==> config.mk <==
export PLATFORM = sky130hd
export DESIGN_NAME = fir_linear_convolution
export DESIGN_NICKNAME = d
export VERILOG_FILES = /design/src/rtl/flc_pkg.sv /design/src/rtl/fir_linear_convolution.sv
export SDC_FILE = /design/constraint.sdc
export NUM_CORES = 2
export LEC_CHECK = 0
export ABC_AREA = 1
export ABC_CLOCK_PERIOD_IN_PS = 5700
export BUFFER_PORTS_ARGS = -buffer_cell sky130_fd_sc_hd__buf_2
export CORE_MARGIN = 10
export CORE_UTILIZATION = 30
export CTS_CLUSTER_SIZE = 24
export DETAILED_ROUTE_END_ITERATION = 6
export PLACE_DENSITY = 0.44
export SLEW_MARGIN = 20
export SYNTH_ARGS = -nofsm -noshare
export SYNTH_HDL_FRONTEND = slang
export SYNTH_SLANG_ARGS = --single-unit
==> constraint.sdc <==
create_clock -name clk -period 5.7 [get_ports clk]
set_input_delay 0.57 -clock clk [delete_from_list [all_inputs] [get_ports clk]]
set_output_delay 0.57 -clock clk [all_outputs]
set_load 0.05 [all_outputs]
==> src/rtl/flc_pkg.sv <==
package flc_pkg;

	// Sizes of the filter.
	localparam int MAX_TAPS    = 64;
	localparam int SAMPLE_BITS = 16;
	localparam int RING_LEN    = (MAX_TAPS > 1) ? (MAX_TAPS - 1) : 1;
	localparam int K_W         = (MAX_TAPS > 1) ? $clog2(MAX_TAPS) : 1;
	localparam int H_W         = (RING_LEN > 1) ? $clog2(RING_LEN) : 1;
	localparam int TAPS_W      = 7;
	localparam int FRAC_BITS   = SAMPLE_BITS - 1;
	localparam int PROD_W      = 2 * SAMPLE_BITS;
	localparam int ACC_W       = PROD_W + K_W;
	localparam int Q_W         = ACC_W - FRAC_BITS;

	// Configuration port.
	localparam int CFG_ADDR_W = 3;
	localparam int CFG_DATA_W = 32;
	localparam logic [CFG_ADDR_W-1:0] ADDR_TAP_COUNT = CFG_ADDR_W'(0);
	localparam logic [TAPS_W-1:0] TAP_COUNT_RESET = TAPS_W'(64);

	// Item kinds.
	localparam logic MODE_COEF   = 1'b0;
	localparam logic MODE_SAMPLE = 1'b1;

	typedef struct packed {
		logic                          mode;
		logic [5:0]                    tap_index;
		logic signed [SAMPLE_BITS-1:0] value;
		logic                          block_end;
	} item_t;

	typedef struct packed {
		logic signed [SAMPLE_BITS-1:0] out_sample;
		logic                          clipped;
		logic                          final_res;
	} result_t;

endpackage

==> src/rtl/fir_linear_convolution.sv <==
// Channel   Direction  Handshake                  Payload
// item      in         item_valid / item_stall    flc_pkg::item_t
// result    out        result_valid / result_stall flc_pkg::result_t
// config    in         APB write/read, paddr 0    tap_count
//
// A coefficient beat is taken at once while the block is idle. A sample beat
// makes one output: one shared multiply-accumulate unit runs once per tap,
// then the read, multiply and add stages drain before the output is loaded.
// A block-end sample adds taps-in-use - 1 tail outputs, and the next beat
// is taken in the cycle after the last output is loaded.
// Reset clears the coefficient and history valid bits at once; no sweep.
// The block takes no item while an output is in progress; a finished output
// waits in its register while a new item is taken.
module fir_linear_convolution (
	input  logic                               clk,
	input  logic                               arst_n,
	input  logic                               item_valid,
	output logic                               item_stall,
	input  flc_pkg::item_t                     item,
	output logic                               result_valid,
	input  logic                               result_stall,
	output flc_pkg::result_t                   result,
	input  logic                               psel,
	input  logic                               penable,
	input  logic                               pwrite,
	input  logic [flc_pkg::CFG_ADDR_W-1:0]     paddr,
	input  logic [flc_pkg::CFG_DATA_W-1:0]     pwdata,
	output logic [flc_pkg::CFG_DATA_W-1:0]     prdata,
	output logic                               pready
);
	import flc_pkg::*;

	typedef enum logic [1:0] {S_IDLE, S_RUN, S_DRAIN} state_t;

	state_t                   state_q;
	logic [TAPS_W-1:0]        tap_count_q;
	logic [K_W-1:0]           k_q;
	logic [K_W-1:0]           last_k_q;
	logic [K_W-1:0]           rem_q;
	logic                     end_q;
	logic [H_W-1:0]           ptr_q;
	logic [H_W-1:0]           hidx_q;
	logic signed [SAMPLE_BITS-1:0] x_q;
	logic [MAX_TAPS-1:0]      cv_q;
	logic [RING_LEN-1:0]      hv_q;
	logic                     result_valid_q;
	result_t                  result_q;

	logic signed [SAMPLE_BITS-1:0] coef_mem [MAX_TAPS];
	logic signed [SAMPLE_BITS-1:0] hist_mem [RING_LEN];

	// Pipeline of the shared MAC.
	logic                          vld_s1, vld_s2;
	logic                          first_s1, first_s2;
	logic                          cv_s1, hv_s1;
	logic signed [SAMPLE_BITS-1:0] coef_rd_s1, hist_rd_s1, x_s1;
	logic signed [PROD_W-1:0]      prod_s2;
	logic signed [ACC_W-1:0]       acc_q;

	logic                     item_acc, coef_we, sample_go, issue, load, final_out;
	logic [TAPS_W-1:0]        taps_act;
	logic [H_W-1:0]           ptr_next;
	logic signed [ACC_W-1:0]  acc_rnd;
	logic signed [Q_W-1:0]    q_full;
	logic                     clip_hi, clip_lo;
	logic signed [SAMPLE_BITS-1:0] q_sat;
	logic signed [SAMPLE_BITS-1:0] op_a, op_b;

	// Handshake and control decodes.
	assign item_stall   = (state_q != S_IDLE);
	assign item_acc     = item_valid && !item_stall;
	assign coef_we      = item_acc && (item.mode == MODE_COEF);
	assign sample_go    = item_acc && (item.mode == MODE_SAMPLE);
	assign issue        = (state_q == S_RUN);
	assign load         = (state_q == S_DRAIN) && !vld_s1 && !vld_s2 &&
	                      (!result_valid_q || !result_stall);
	assign final_out    = end_q && (rem_q == '0);
	assign result_valid = result_valid_q;
	assign result       = result_q;

	// Tap count in use: zero acts as one, anything above the maximum is clamped.
	always_comb begin
		if (tap_count_q == '0) begin
			taps_act = TAPS_W'(1);
		end else if (tap_count_q > TAPS_W'(MAX_TAPS)) begin
			taps_act = TAPS_W'(MAX_TAPS);
		end else begin
			taps_act = tap_count_q;
		end
	end

	assign ptr_next = (ptr_q == H_W'(RING_LEN - 1)) ? '0 : ptr_q + H_W'(1);

	// Configuration registers.
	assign pready = 1'b1;
	assign prdata = (paddr == ADDR_TAP_COUNT) ? CFG_DATA_W'(tap_count_q) : '0;

	always_ff @(posedge clk or negedge arst_n) begin
		if (!arst_n) begin
			tap_count_q <= TAP_COUNT_RESET;
		end else if (psel && penable && pwrite && pready && paddr == ADDR_TAP_COUNT) begin
			tap_count_q <= pwdata[TAPS_W-1:0];
		end
	end

	// Round half up, then saturate to the output range.
	assign acc_rnd = acc_q + ACC_W'(1 << (FRAC_BITS - 1));
	assign q_full  = acc_rnd[ACC_W-1:FRAC_BITS];
	assign clip_hi = !q_full[Q_W-1] && (|q_full[Q_W-2:SAMPLE_BITS-1]);
	assign clip_lo = q_full[Q_W-1] && !(&q_full[Q_W-2:SAMPLE_BITS-1]);

	always_comb begin
		if (clip_hi) begin
			q_sat = {1'b0, {(SAMPLE_BITS-1){1'b1}}};
		end else if (clip_lo) begin
			q_sat = {1'b1, {(SAMPLE_BITS-1){1'b0}}};
		end else begin
			q_sat = q_full[SAMPLE_BITS-1:0];
		end
	end

	// Sequencer: state, counters, valid bits and the result register.
	always_ff @(posedge clk or negedge arst_n) begin
		if (!arst_n) begin
			state_q        <= S_IDLE;
			k_q            <= '0;
			last_k_q       <= '0;
			rem_q          <= '0;
			end_q          <= 1'b0;
			ptr_q          <= '0;
			hidx_q         <= '0;
			x_q            <= '0;
			cv_q           <= '0;
			hv_q           <= '0;
			result_valid_q <= 1'b0;
			result_q       <= '0;
		end else begin
			// The result register fills on a load and empties when its beat is taken.
			if (load) begin
				result_valid_q <= 1'b1;
			end else if (result_valid_q && !result_stall) begin
				result_valid_q <= 1'b0;
			end
			if (coef_we) begin
				cv_q[item.tap_index[K_W-1:0]] <= 1'b1;
			end
			case (state_q)
				S_IDLE: begin
					if (sample_go) begin
						x_q      <= item.value;
						last_k_q <= K_W'(taps_act - TAPS_W'(1));
						rem_q    <= item.block_end ? K_W'(taps_act - TAPS_W'(1)) : '0;
						end_q    <= item.block_end;
						k_q      <= '0;
						hidx_q   <= ptr_q;
						state_q  <= S_RUN;
					end
				end
				S_RUN: begin
					if (k_q == last_k_q) begin
						state_q <= S_DRAIN;
					end else begin
						k_q    <= k_q + K_W'(1);
						hidx_q <= (hidx_q == '0) ? H_W'(RING_LEN - 1) : hidx_q - H_W'(1);
					end
				end
				S_DRAIN: begin
					if (load) begin
						result_q.out_sample <= q_sat;
						result_q.clipped    <= clip_hi || clip_lo;
						result_q.final_res  <= final_out;
						if (final_out) begin
							// Block done: the history starts from zero again.
							hv_q    <= '0;
							ptr_q   <= '0;
							state_q <= S_IDLE;
						end else begin
							hv_q[ptr_q] <= 1'b1;
							ptr_q       <= ptr_next;
							if (rem_q == '0) begin
								state_q <= S_IDLE;
							end else begin
								// Next tail output, fed with a zero sample.
								rem_q   <= rem_q - K_W'(1);
								x_q     <= '0;
								k_q     <= '0;
								hidx_q  <= ptr_next;
								state_q <= S_RUN;
							end
						end
					end
				end
				default: begin
					state_q <= S_IDLE;
				end
			endcase
		end
	end

	// Coefficient store and sample history, one read port each.
	always_ff @(posedge clk) begin
		if (coef_we) begin
			coef_mem[item.tap_index[K_W-1:0]] <= item.value;
		end
		if (load && !final_out) begin
			hist_mem[ptr_q] <= x_q;
		end
		coef_rd_s1 <= coef_mem[k_q];
		hist_rd_s1 <= hist_mem[hidx_q];
	end

	// MAC pipeline control.
	always_ff @(posedge clk or negedge arst_n) begin
		if (!arst_n) begin
			vld_s1 <= 1'b0;
			vld_s2 <= 1'b0;
		end else begin
			vld_s1 <= issue;
			vld_s2 <= vld_s1;
		end
	end

	// Operand select: an entry never written reads as zero.
	assign op_a = cv_s1 ? coef_rd_s1 : '0;
	assign op_b = first_s1 ? x_s1 : (hv_s1 ? hist_rd_s1 : '0);

	// Read, multiply and accumulate stages.
	always_ff @(posedge clk) begin
		first_s1 <= (k_q == '0);
		cv_s1    <= cv_q[k_q];
		hv_s1    <= hv_q[hidx_q];
		x_s1     <= x_q;
		first_s2 <= first_s1;
		prod_s2  <= op_a * op_b;
		if (vld_s2) begin
			acc_q <= (first_s2 ? ACC_W'(0) : acc_q) + ACC_W'(prod_s2);
		end
	end

	// The MAC pipeline is busy only while an output is in progress.
	a_pipe_busy: assert property (@(posedge clk) disable iff (!arst_n)
		vld_s1 |-> (state_q != S_IDLE))
		else $error("MAC stage active while idle");

	// A new output never overwrites one still waiting.
	a_no_overwrite: assert property (@(posedge clk) disable iff (!arst_n)
		load |-> (!result_valid_q || !result_stall))
		else $error("result register overwritten");

	// The tap counter stays within the taps in use.
	a_k_range: assert property (@(posedge clk) disable iff (!arst_n)
		(state_q == S_RUN) |-> (k_q <= last_k_q))
		else $error("tap counter out of range");

	// The final output of a block leaves the history cleared.
	a_clear: assert property (@(posedge clk) disable iff (!arst_n)
		(load && final_out) |=> (ptr_q == '0 && hv_q == '0 && state_q == S_IDLE))
		else $error("history not cleared at block end");

endmodule
==> metrics.md <==
| Metric | Value |
|---|---|
| Status | finished, violations left |
| Failing checks | negative setup slack |
| Clk sinks | 2358 |
| Worst Tran Pin Value | 1090 ps |
| Initial Util | 30.1% |
| RSZ-0062 raised after global routing | true |
| Worst EP required | 6440 ps |
| WP buf/inv | 9 |
| H-tree levels | 5 |
| Initial antenna violation count | 15 |
| Synth Cell Area | 105000 sq um |
| First-pass GRT wire length | 494 mm |
| Tmin final | 5860 ps |
| Top_reg_cell synth | edfxtp_1 |
| Max Buffers Root-to-Sink | 4 |
| Filler Cell Count | 34300 |
| Yosys warnings | 0 |
| Max-Cap Viols | 0 |
| TritonCTS clock tree | done |
| Drt initial violations | 5591 |
| RR Endpoint | prod_s2[31] |
| Count of cell types in the netlist | 56 |
| Clk Latency, worst-skew pair | 900 ps |
| Area of the multi-input gates | 32500 sq um |
| Vias per inst | 5.02 |
| Critical path class | reg -> reg |
| Std cell rows | 217 |
| Routed Antenna Nets | 0 |
| PortBufs | 67 |
| Setup TNS | -1110 ps |
| Clock transition at path regs | 60 ps |
| Die area | 374000 sq um |
| RePlAce Congestion | 0.857 |
| Drt wl/cell | 23.8 um |
| Core Region | 349000 sq um |
| WP data arrival | 6600 ps |
| Mapped Cells | 8993 |
| Final setup viols | 13 |
| Via count | 71000 |
| Slew headroom | 27.1% |
| Min-Delay Path Class | in -> reg |
| Worst Reg-to-Reg Cells | 25 |
| Final wirelength | 337 mm |
| Startpoint types | flop |
| Top Family by Delay on Critical Path | adder cells |
| Register Area | 69000 sq um |
| Nets@finish | 9787 |
| Asr flop ratio synth | 8.65% |
| Max FO, Critical Path | 8 |
| Crit-path slowest cell | fa_1 |
| Setup slack, reg-to-reg | -160 ps |
| Crit path launch | first_s1 |
| WHS Endpoint | result_valid |
| Drt drc | 0 |
| Largest net degree at the start of global routing | 189 |
| Crit path top cell by count | fa_1 |
| Final worst path period share | 103% |
| Synth-to-layout area growth | 17.3% |
| HPWL after DPL | 204 mm |
| Boundary pin count | 119 |
| WHS Path Cells | 3 |
| Leakage | 44.1 nW |
| EDFF count, synth | 2070 |
| Clock Skew | 64.3 ps |
| Vias in the first global route | 71600 |
| Root Driver | clkbuf_16 |
| Die outline height | 612 um |
| Register area share after synthesis | 65.7% |
| Peak VDD IR | 1790 uV |
| Share of cells above drive strength 1 | 13.5% |
| Final hold vios | 0 |
| Total GRT Usage | 17.4% |
| Power, Total | 78.6 mW |
| Post-Syn Area per Cell | 11.7 sq um |
| Worst stage delay on the critical path | 570 ps |
| Pwr dens | 638 nW/um^2 |
| Setup crit end kind | flop |
| Finished Cell Area | 123000 sq um |
| Min-delay src | result_stall |
| Post-synthesis register bit count | 2358 |
| DIE WIDTH | 612 um |
| Final worst slack | -159 ps |
| Initial DRT Pass Iterations | 6 |
| Congestion Overflow GR | 0 |
| RR Startpoint | first_s1 |
| Clock buffer count from CTS | 277 |
| Max-slew violations | 0 |
| Cell Area, Placed | 113000 sq um |
| Max frequency | 0.171 GHz |
==> stage by stage <==
stage	cells	utilization [%]	hold slack (ps)	setup WS, ps
2_1_floorplan	9017	-	274	-15.2
3_3_place_gp	13600	32.5	376	-347
3_5_place_dp	13600	32.5	392	-422
4_1_cts	14100	35.2	72.6	-167
5_1_grt	14100	35.3	105	-410
6_report	14200	35.3	109	-159
==> state kept, by name, summed over array words and instances, names as in the netlist, 2 cells and up <==
register,count
hist_rd_s1,16
hidx_q,6
hist_mem,1008
result,18
k_q,6
state_q,2
coef_rd_s1,16
coef_mem,1024
ptr_q,6
cv_q,64
x_q,16
prod_s2,32
rem_q,6
hv_q,63
x_s1,16
last_k_q,6
acc_q,38
tap_count_q,7
==> report_power, final <==
group	total (mW)	switching, mW	leakage, nW	internal [mW]
Combinational	39.2	24.3	18.2	14.9
Clock	17.3	7.16	4.27	10.1
Sequential	22.1	1.05	21.6	21.1
==> layout make-up <==
| cell class | count | share of cell area (%) |
|---|---|---|
| Timing Repair Buffer | 577 | 3.81 |
| Inverter | 617 | 1.92 |
| Antenna cell | 9 | 0.0183 |
| Tap cell | 4599 | 4.67 |
| Clock inverter | 128 | 0.987 |
| Clock buffer | 368 | 6.15 |
| Sequential cell | 2358 | 56.0 |
| Multi-Input combinational cell | 5495 | 26.4 |
==> how the worst max path moves through the flow <==
stage / end / slack [ps] / cells after the start
after floorplan: prod_s2[21] / -20 / 27
after global placement: prod_s2[24] / -350 / 23
after detailed placement: prod_s2[24] / -420 / 21
after CTS: prod_s2[24] / -170 / 24
after global routing: prod_s2[24] / -410 / 24
final: prod_s2[31] / -160 / 25
==> layer usage <==
metal  vias up  GRT usage [%]  routed length, um
met2      1735           29.8             164000
met5         -              0                  0
met4         0           5.56              11400
met3       473           1.98              15200
li1      32600              -                  -
met1     36300           23.1             146000
==> timing repair <==
action,4_1_cts,5_1_grt
setup buffers,16,10
setup endpoints to repair,20,22
endpoints found under the hold margin,103,0
hold buffers,8,0
pin swaps,33,80
resized for setup,103,110
==> cells in the final DEF (no fill, tap or decap), types with 53 or more instances in the layout <==
cell type,instances
a21oi_1,257
buf_2,66
buf_4,453
clkbuf_1,70
clkbuf_16,285
clkinv_1,53
dfrtp_1,178
dfxtp_1,82
edfxtp_1,2070
fa_1,249
ha_1,113
inv_1,568
nand2_1,859
nand3_1,260
nand4_1,107
nor2_1,1408
nor2_2,66
o211ai_1,73
o21ai_0,1195
o221ai_1,168
o22ai_1,339
xor2_1,56
==> kinds of logic (layout without fill, tap and decap cells) <==
logic type / after synthesis / count (layout) / synth area share [%]
flops: 2358 / 2358 / 65.7
xor+xnor: 92 / 92 / 0.774
simple gates: 2834 / 2834 / 11.0
other cells: 2 / 35 / 0.00715
fa+ha+maj: 395 / 395 / 6.59
compound gates: 2148 / 2148 / 11.6
buf+inv: 1164 / 1690 / 4.40
==> synthesized netlist by cell type, types with 11 or more instances <==
cell / n / share of area [%]
or2_2: 40 / 0.24
o22ai_1: 344 / 2.0
nand4_1: 107 / 0.64
fa_1: 263 / 5.0
xor2_1: 58 / 0.48
nand2_1: 877 / 3.1
inv_1: 596 / 2.1
buf_1: 27 / 0.097
xnor2_1: 33 / 0.28
dfrtp_1: 203 / 4.8
inv_2: 11 / 0.039
nor3_1: 21 / 0.10
nor2_1: 1492 / 5.3
nand3_1: 265 / 1.3
a31oi_1: 15 / 0.089
edfxtp_1: 2070 / 59
a21oi_1: 277 / 1.3
o221ai_1: 168 / 1.4
o211ai_1: 73 / 0.52
buf_4: 31 / 0.22
ha_1: 132 / 1.6
o21ai_0: 1213 / 5.8
buf_2: 94 / 0.45
dfxtp_1: 84 / 1.6
clkbuf_1: 393 / 1.4
==> tightest hold or removal path, cell delays in order <==
cell and delay [ps]:
buf_2 70, nand2_1 190, nand2_1 130
Note: power is estimated with default switching activity, not from simulation.
